--- src/sv/alis_pkg.sv ---
package alis_pkg;

  localparam int unsigned MaxStreams  = 16;
  localparam int unsigned CfgIdxW     = 2;
  localparam int unsigned CfgDataW    = 32;
  localparam int unsigned StreamCntW  = 5;
  localparam int unsigned CountW      = 28;
  localparam int unsigned SumW        = 64;
  localparam int unsigned WordW       = 32;
  localparam int unsigned OffsetW     = 33;
  localparam int unsigned SnW         = 13;
  localparam int unsigned ReqIdxW     = 7;
  localparam int unsigned AsciiZero   = 48;
  localparam int unsigned DigitBase   = 10;
  localparam int unsigned AbsOffsetAdd = 8;
  localparam int unsigned ModeTestAdd = 4;

  typedef enum logic [CfgIdxW-1:0] {
    CfgMoviePos    = 2'd0,
    CfgStreamCount = 2'd1
  } cfg_reg_e;

  typedef struct packed {
    logic              start_of_table;
    logic [7:0]        id_first_char;
    logic [7:0]        id_second_char;
    logic [WordW-1:0]  entry_flags;
    logic [WordW-1:0]  entry_offset;
    logic [WordW-1:0]  entry_length;
  } in_item_t;

  typedef struct packed {
    logic               accepted;
    logic [3:0]         stream_number;
    logic [CountW-1:0]  position_in_stream;
    logic [OffsetW-1:0] file_offset;
    logic [WordW-1:0]   chunk_length;
    logic [WordW-1:0]   chunk_flags;
    logic [SumW-1:0]    length_before;
  } out_item_t;

  typedef struct packed {
    logic               start;
    logic               hit;
    logic [ReqIdxW-1:0] idx;
  } tbl_req_t;

endpackage

--- src/sv/alis_entry_decode.sv ---
module alis_entry_decode #(
  parameter int unsigned MAX_STREAMS = alis_pkg::MaxStreams
) (
  input  alis_pkg::in_item_t                     item_i,
  input  logic [alis_pkg::WordW-1:0]             movie_pos_i,
  input  logic [alis_pkg::StreamCntW-1:0]        stream_count_i,
  input  logic                                   abs_mode_q_i,
  output alis_pkg::tbl_req_t                     req_o,
  output logic                                   abs_mode_o,
  output logic [alis_pkg::OffsetW-1:0]           file_offset_o
);

  localparam int unsigned SnW = alis_pkg::SnW;
  localparam logic [SnW-1:0] SnBias =
    SnW'(alis_pkg::AsciiZero * (alis_pkg::DigitBase + 1));

  logic [SnW-1:0]               sn_raw;
  logic [SnW-1:0]               sn;
  logic [alis_pkg::WordW-1:0]   mode_test;
  logic                         sn_ok;

  always_comb begin
    sn_raw = SnW'(item_i.id_first_char) * SnW'(alis_pkg::DigitBase)
           + SnW'(item_i.id_second_char);
    sn     = sn_raw - SnBias;
    sn_ok  = !sn[SnW-1]
          && (sn < SnW'(stream_count_i))
          && (sn < SnW'(MAX_STREAMS));

    mode_test = item_i.entry_offset + alis_pkg::WordW'(alis_pkg::ModeTestAdd);
    abs_mode_o = item_i.start_of_table ? (mode_test == movie_pos_i) : abs_mode_q_i;

    if (abs_mode_o) begin
      file_offset_o = {1'b0, item_i.entry_offset}
                    + alis_pkg::OffsetW'(alis_pkg::AbsOffsetAdd);
    end else begin
      file_offset_o = {1'b0, item_i.entry_offset} + {1'b0, movie_pos_i};
    end

    req_o.start = item_i.start_of_table;
    req_o.hit   = sn_ok;
    req_o.idx   = sn[alis_pkg::ReqIdxW-1:0];
  end

endmodule

--- src/sv/alis_stream_table.sv ---
module alis_stream_table #(
  parameter int unsigned MAX_STREAMS = alis_pkg::MaxStreams
) (
  input  logic                            clk_i,
  input  logic                            rst_ni,
  input  alis_pkg::tbl_req_t              req_i,
  input  logic                            step_i,
  input  logic [alis_pkg::WordW-1:0]      length_i,
  output logic [alis_pkg::CountW-1:0]     count_o,
  output logic [alis_pkg::SumW-1:0]       sum_o
);

  localparam int unsigned IdxW = (MAX_STREAMS > 1) ? $clog2(MAX_STREAMS) : 1;

  logic [MAX_STREAMS-1:0]         valid_q;
  logic [MAX_STREAMS-1:0]         valid_d;
  logic [alis_pkg::CountW-1:0]    cnt_q [MAX_STREAMS];
  logic [alis_pkg::SumW-1:0]      sum_q [MAX_STREAMS];
  logic [IdxW-1:0]                idx;
  logic                           rd_valid;

  // A start mark hides every stored entry, so the entry that carries it
  // sees a cleared table.
  always_comb begin
    idx      = req_i.idx[IdxW-1:0];
    rd_valid = req_i.hit && !req_i.start && valid_q[idx];
    count_o  = rd_valid ? cnt_q[idx] : '0;
    sum_o    = rd_valid ? sum_q[idx] : '0;

    valid_d = valid_q;
    if (step_i) begin
      if (req_i.start) begin
        valid_d = '0;
      end
      if (req_i.hit) begin
        valid_d[idx] = 1'b1;
      end
    end
  end

  always_ff @(posedge clk_i or negedge rst_ni) begin
    if (!rst_ni) begin
      valid_q <= '0;
    end else begin
      valid_q <= valid_d;
    end
  end

  always_ff @(posedge clk_i) begin
    if (step_i && req_i.hit) begin
      cnt_q[idx] <= count_o + alis_pkg::CountW'(1);
      sum_q[idx] <= sum_o + alis_pkg::SumW'(length_i);
    end
  end

endmodule

--- src/sv/avi_legacy_index_splitter.sv ---
// Channel   Direction  Signals                                 Payload
// in        sink       in_valid_i / in_ready_o                 in_data_i (in_item_t)
// out       source     out_valid_o / out_ready_i               out_data_o (out_item_t)
// cfg       sink       cfg_valid_i / cfg_ready_o               cfg_index_i, cfg_data_i
//
// One entry is taken in every cycle while the output is not stalled; a result
// passes through the input register and then the result register before it is
// presented on the output.
// The per-stream count and sum are read and updated in the same cycle from
// flip-flop arrays, so consecutive entries of one stream need no stall.
// Reset clears the mode bit, the configuration and every entry's valid bit at once.
// A stalled output holds its result while one further entry waits in the input register.
module avi_legacy_index_splitter #(
  parameter int unsigned MAX_STREAMS = alis_pkg::MaxStreams
) (
  input  logic                              clk_i,
  input  logic                              rst_ni,
  input  logic                              in_valid_i,
  output logic                              in_ready_o,
  input  alis_pkg::in_item_t                in_data_i,
  output logic                              out_valid_o,
  input  logic                              out_ready_i,
  output alis_pkg::out_item_t               out_data_o,
  input  logic                              cfg_valid_i,
  output logic                              cfg_ready_o,
  input  logic [alis_pkg::CfgIdxW-1:0]      cfg_index_i,
  input  logic [alis_pkg::CfgDataW-1:0]     cfg_data_i
);

  logic [alis_pkg::WordW-1:0]       movie_pos_q;
  logic [alis_pkg::StreamCntW-1:0]  stream_count_q;
  logic                             abs_mode_q;
  logic                             abs_mode_d;

  logic                             in_valid_q;
  logic                             in_valid_d;
  alis_pkg::in_item_t               in_item_q;
  logic                             out_valid_q;
  logic                             out_valid_d;
  alis_pkg::out_item_t              out_item_q;
  alis_pkg::out_item_t              out_item_d;

  logic                             advance;
  alis_pkg::tbl_req_t               tbl_req;
  logic [alis_pkg::OffsetW-1:0]     file_offset;
  logic [alis_pkg::CountW-1:0]      tbl_count;
  logic [alis_pkg::SumW-1:0]        tbl_sum;

  assign cfg_ready_o = 1'b1;
  assign advance     = in_valid_q && (!out_valid_q || out_ready_i);
  assign in_ready_o  = !in_valid_q || !out_valid_q || out_ready_i;
  assign out_valid_o = out_valid_q;
  assign out_data_o  = out_item_q;

  always_ff @(posedge clk_i or negedge rst_ni) begin
    if (!rst_ni) begin
      movie_pos_q    <= '0;
      stream_count_q <= '0;
    end else if (cfg_valid_i && cfg_ready_o) begin
      unique case (alis_pkg::cfg_reg_e'(cfg_index_i))
        alis_pkg::CfgMoviePos: begin
          movie_pos_q <= cfg_data_i[alis_pkg::WordW-1:0];
        end
        alis_pkg::CfgStreamCount: begin
          stream_count_q <= cfg_data_i[alis_pkg::StreamCntW-1:0];
        end
        default: begin
        end
      endcase
    end
  end

  alis_entry_decode #(
    .MAX_STREAMS (MAX_STREAMS)
  ) u_decode (
    .item_i         (in_item_q),
    .movie_pos_i    (movie_pos_q),
    .stream_count_i (stream_count_q),
    .abs_mode_q_i   (abs_mode_q),
    .req_o          (tbl_req),
    .abs_mode_o     (abs_mode_d),
    .file_offset_o  (file_offset)
  );

  alis_stream_table #(
    .MAX_STREAMS (MAX_STREAMS)
  ) u_table (
    .clk_i    (clk_i),
    .rst_ni   (rst_ni),
    .req_i    (tbl_req),
    .step_i   (advance),
    .length_i (in_item_q.entry_length),
    .count_o  (tbl_count),
    .sum_o    (tbl_sum)
  );

  always_comb begin
    in_valid_d  = (in_valid_i && in_ready_o) || (in_valid_q && !advance);
    out_valid_d = advance || (out_valid_q && !out_ready_i);

    out_item_d = '0;
    if (tbl_req.hit) begin
      out_item_d.accepted           = 1'b1;
      out_item_d.stream_number      = tbl_req.idx[3:0];
      out_item_d.position_in_stream = tbl_count;
      out_item_d.file_offset        = file_offset;
      out_item_d.chunk_length       = in_item_q.entry_length;
      out_item_d.chunk_flags        = in_item_q.entry_flags;
      out_item_d.length_before      = tbl_sum;
    end
  end

  always_ff @(posedge clk_i or negedge rst_ni) begin
    if (!rst_ni) begin
      in_valid_q  <= 1'b0;
      out_valid_q <= 1'b0;
      abs_mode_q  <= 1'b0;
    end else begin
      in_valid_q  <= in_valid_d;
      out_valid_q <= out_valid_d;
      if (advance) begin
        abs_mode_q <= abs_mode_d;
      end
    end
  end

  always_ff @(posedge clk_i) begin
    if (in_valid_i && in_ready_o) begin
      in_item_q <= in_data_i;
    end
    if (advance) begin
      out_item_q <= out_item_d;
    end
  end

  a_dropped_zero : assert property (@(posedge clk_i) disable iff (!rst_ni)
    out_valid_o && !out_data_o.accepted |->
      out_data_o.position_in_stream == '0 && out_data_o.file_offset == '0 &&
      out_data_o.length_before == '0 && out_data_o.chunk_length == '0)
    else $error("Dropped entry carries non-zero fields.");

  a_start_clears : assert property (@(posedge clk_i) disable iff (!rst_ni)
    advance && in_item_q.start_of_table && tbl_req.hit |=>
      out_data_o.position_in_stream == '0 && out_data_o.length_before == '0)
    else $error("Entry with a start mark did not see a cleared table.");

  a_drain : assert property (@(posedge clk_i) disable iff (!rst_ni)
    out_valid_o && out_ready_i && !in_valid_q |=> !out_valid_o)
    else $error("Result appeared with no entry in the input register.");

endmodule
--- config.mk ---
export PLATFORM = sky130hd
export DESIGN_NAME = avi_legacy_index_splitter
export DESIGN_NICKNAME = d
export VERILOG_FILES = /design/src/sv/alis_pkg.sv /design/src/sv/alis_entry_decode.sv /design/src/sv/alis_stream_table.sv /design/src/sv/avi_legacy_index_splitter.sv
export SDC_FILE = /design/constraint.sdc
export NUM_CORES = 2
export LEC_CHECK = 0
export BUFFER_PORTS_ARGS = -buffer_cell sky130_fd_sc_hd__buf_4
export CORE_ASPECT_RATIO = 0.9
export CORE_MARGIN = 2
export CORE_UTILIZATION = 30
export DETAILED_ROUTE_END_ITERATION = 16
export HOLD_SLACK_MARGIN = 0.05
export PLACE_DENSITY_LB_ADDON = 0.2
export SYNTH_ARGS = -nofsm -noshare
export SYNTH_HDL_FRONTEND = slang
export SYNTH_SLANG_ARGS = --single-unit
--- constraint.sdc ---
create_clock -name clk_i -period 15.1 [get_ports clk_i]
set_input_delay 3.02 -clock clk_i [delete_from_list [all_inputs] [get_ports clk_i]]
set_output_delay 3.02 -clock clk_i [all_outputs]
set_load 0.05 [all_outputs]
==> flow_summary.ini <==
[clocking]
clk_latency_ns = 0.87
clock_path_buffers = 4
cts_num_sinks = 1835
htreeDepth = 4
cts_root_buf = clkbuf_16
hold_buffers = 0
post_cts_buffers = 0
numCtsBuffers = 201
cts-resized-gates = 0
path_clk_slew_ns = 0.06
cts_tree = built

[setup_path]
r2r-start = in_item_q[105]
endpoint_kind = flop
path_buf_inv = 1
cp_data_arrival_time_ns = 10.12
worstSetupPathType = reg2reg
crit_path_max_fanout = 23
reg2reg_depth = 28
crit_path_start_kind = flop
critPathTopFamily = compound AO/OA/AOI/OAI gates
crit_path_max_incr_delay_ns = 0.87
cp_slowest_cell = xnor2_1
crit_top_cell = ha_1
reg2reg_slack_ns = 5.49
reg2reg_to = u_table.sum_q[4][52]
critPathRequiredTime_ns = 15.61

[global_route]
grt_overflow = 0
grt_pass1_wl_microns = 296000
grt_max_degree = 126
antenna_found_initial = 14
grt_pass1_vias = 39900
grt_usage_pct = 15.9

[yosys]
synth.top_cell.area_share_pct = 70.6
synth-seq-cells = 1835
syn_area_sq_um = 75600
synth-seq-area-share_pct = 72.5
synth_area_per_cell_sq_um = 19.8
yosys-top-cells-area = edfxtp_1 (71%), mux4_2 (13%), dfrtp_1 (1.9%), ha_1 (1.7%), xnor2_1 (1.4%)
synth_cells = 3825
ys.warnings.count = 0
synth_nets = 4081
synth_edf_count = 1779
async_reset_ff_share_pct = 3.05
yosys.area.top_type = edfxtp_1
synth_cell_types = 96
synth_ff_type = edfxtp_1

[pwr]
intPower_mw = 8.85
seqPwrFrac_pct = 49.0
pwr-share-comb_pct = 9.5
p_leak_nw = 31.4
p_sw_mw = 2.77
power_per_cell_area_nw_per_um2 = 131
p_sw_share_pct = 23.9
ir_drop_v = 0.0000862
p_clk_share_pct = 41.5

[layout]
instances_no_fill = 7774
finalNetCount = 4531
area_growth_pct = 17.1
n_fill_cell = 23400
layout-drive-gt1-share_pct = 28.1
fin_area_sq_um = 88600

[detailed_routing]
firstDrtPassIters = 5
drc = 0
drt_iter0_drc = 3151
detail_route.wl_per_cell_microns = 26.7
wl_microns = 208000
postRouteAntennaNets = 0
vias_per_cell = 4.94
vias = 38400

[placed_design]
place_congestion = 0.777
port_buffers = 347
dpl_cell_area_sq_um = 82200
preCtsSetupSlack_ns = 5.33
dp.cells = 7416
dpl.hpwl_microns = 112000

[timing]
slew_viol_final = 0
finalSetupTns_ns = 0
tightest_slew_ns = 1.27
hold_slack_ns = 0.482
setup_viol = 0
skew_ns = 0.121
finalHoldViolCount = 0
finalCritPeriodShare_pct = 63.6
setup_slack_ns = 5.49
fmax_mhz = 104
min_period_ns = 9.61
rsz0062_at_grt = false
max_slew_margin_pct = 14.9

[die]
row_count = 174
dieArea_sq_um = 256000
ios = 349
die_w_microns = 533
core-area_sq_um = 250000
floorplan.initialDensity_pct = 30.2
die_h_microns = 480

[hold_path]
min_from = u_table.valid_q[7]
hold_end = u_table.valid_q[7]
whs_path_depth = 2
hold_path_class = reg2reg

[run]
drv_cap = 0

[outcome]
status = finished, final reports clean
==> through the flow <==
step           power (mW)  utilization (%)
6_report             11.6             35.4
5_1_grt              12.0             35.4
4_1_cts              11.8             35.4
3_5_place_dp         6.92             32.9
3_3_place_gp         6.92             32.9
2_1_floorplan        6.56                -
==> routing by layer <==
| metal | track usage (%) | part of all wire (%) | vias to the layer above |
|---|---|---|---|
| met2 | 24.9 | 46 | 982 |
| met4 | 3.79 | 2.1 | 10 |
| met5 | 0 | 0.036 | - |
| li1 | - | - | 16500 |
| met3 | 2.74 | 5.0 | 272 |
| met1 | 22.9 | 47 | 20700 |
==> worst register-to-register path, delay by kind of cell, from the launching register on <==
family	cells	cell delay, ns
DFF	1	0.41
buffers and inverters	1	0.09
and+or+nand+nor	8	1.45
AOI/OAI and AO/OA	12	4.53
xor gates and xnor gates	1	0.87
adders and majority gates	6	2.02
==> cell families after synthesis <==
group / count (synthesis) / share of synthesized area, %
flops: 1835 / 72.5
simple gates: 664 / 4.82
mux: 498 / 14.1
compound gates: 310 / 2.85
buf+inv: 223 / 1.73
xor+xnor: 190 / 2.20
fa+ha+maj: 104 / 1.76
other cells: 1 / 0.00496
==> power groups by stage <==
stage | sequential [mW] | combinational [mW] | clock [mW]
after global placement | 5.80 | 1.12 | 0
after global routing | 5.70 | 1.19 | 5.15
after CTS | 5.69 | 1.12 | 4.96
final | 5.69 | 1.10 | 4.83
after detailed placement | 5.80 | 1.12 | 0
after floorplan | 5.89 | 0.667 | 0
==> layout make-up <==
cell class                 count  area [sq um]  share of cell area [%]
clock inverter               109          1060                    1.19
tap                         3344          4180                    4.72
clock buffer                 248          5310                    6.00
antenna                        1          2.50                 0.00282
inverter                      53           210                   0.237
sequential                  1835         54800                    61.9
multi-input combinational   1767         19700                    22.2
timing repair buffer         417          3320                    3.75
==> flip-flops by register name, summed over array words and instances (netlist names), 5 cells and up <==
name	cells
u_table.valid_q	16
in_item_q	113
movie_pos_q	32
stream_count_q	5
u_table.sum_q	1024
out_data_o	194
u_table.cnt_q	448
==> placed cells by master, fill, tap and decap left out, types with 73 or more instances in the layout <==
| cell type | count |
|---|---|
| edfxtp_1 | 1779 |
| mux4_2 | 437 |
| buf_4 | 402 |
| clkbuf_16 | 205 |
| nor2_1 | 132 |
| xnor2_1 | 117 |
| nor2b_1 | 113 |
| nand2_1 | 106 |
| ha_1 | 98 |
| and2_1 | 79 |
| xor2_1 | 73 |
==> how the worst max path moves through the flow <==
| stage | cells after the start | from | slack, ns | to |
|---|---|---|---|---|
| after floorplan | 5 | out_ready_i | 0.93 | u_table.cnt_q[14][0] |
| after global routing | 28 | in_item_q[107] | 4.65 | u_table.sum_q[6][54] |
| after detailed placement | 28 | in_item_q[105] | 5.33 | u_table.sum_q[11][54] |
| final | 28 | in_item_q[105] | 5.49 | u_table.sum_q[4][52] |
| after global placement | 28 | in_item_q[105] | 5.46 | u_table.sum_q[10][54] |
| after CTS | 28 | in_item_q[107] | 5.41 | u_table.sum_q[15][54] |
==> synthesized netlist by cell type, types with 8 or more instances <==
cell	n
nand3_1	42
buf_12	8
inv_1	50
a21o_1	30
mux2_2	38
and3_1	23
dfrtp_1	56
nand2_1	106
buf_2	27
nand3b_1	9
buf_6	15
o211ai_1	14
a22oi_1	11
xor2_1	73
a221oi_1	10
nor2_1	148
and2_1	81
nor3_1	27
nand2b_1	22
buf_4	38
a21oi_1	62
nand4_1	26
nor2b_1	115
ha_1	100
o21ai_1	19
mux4_1	12
edfxtp_1	1779
xnor2_1	117
mux4_2	437
buf_1	13
mux2i_1	11
clkbuf_1	64
a211oi_1	29
o21ai_0	43
a22o_1	13
o21a_1	11
Note: power is estimated with default switching activity, not from simulation.
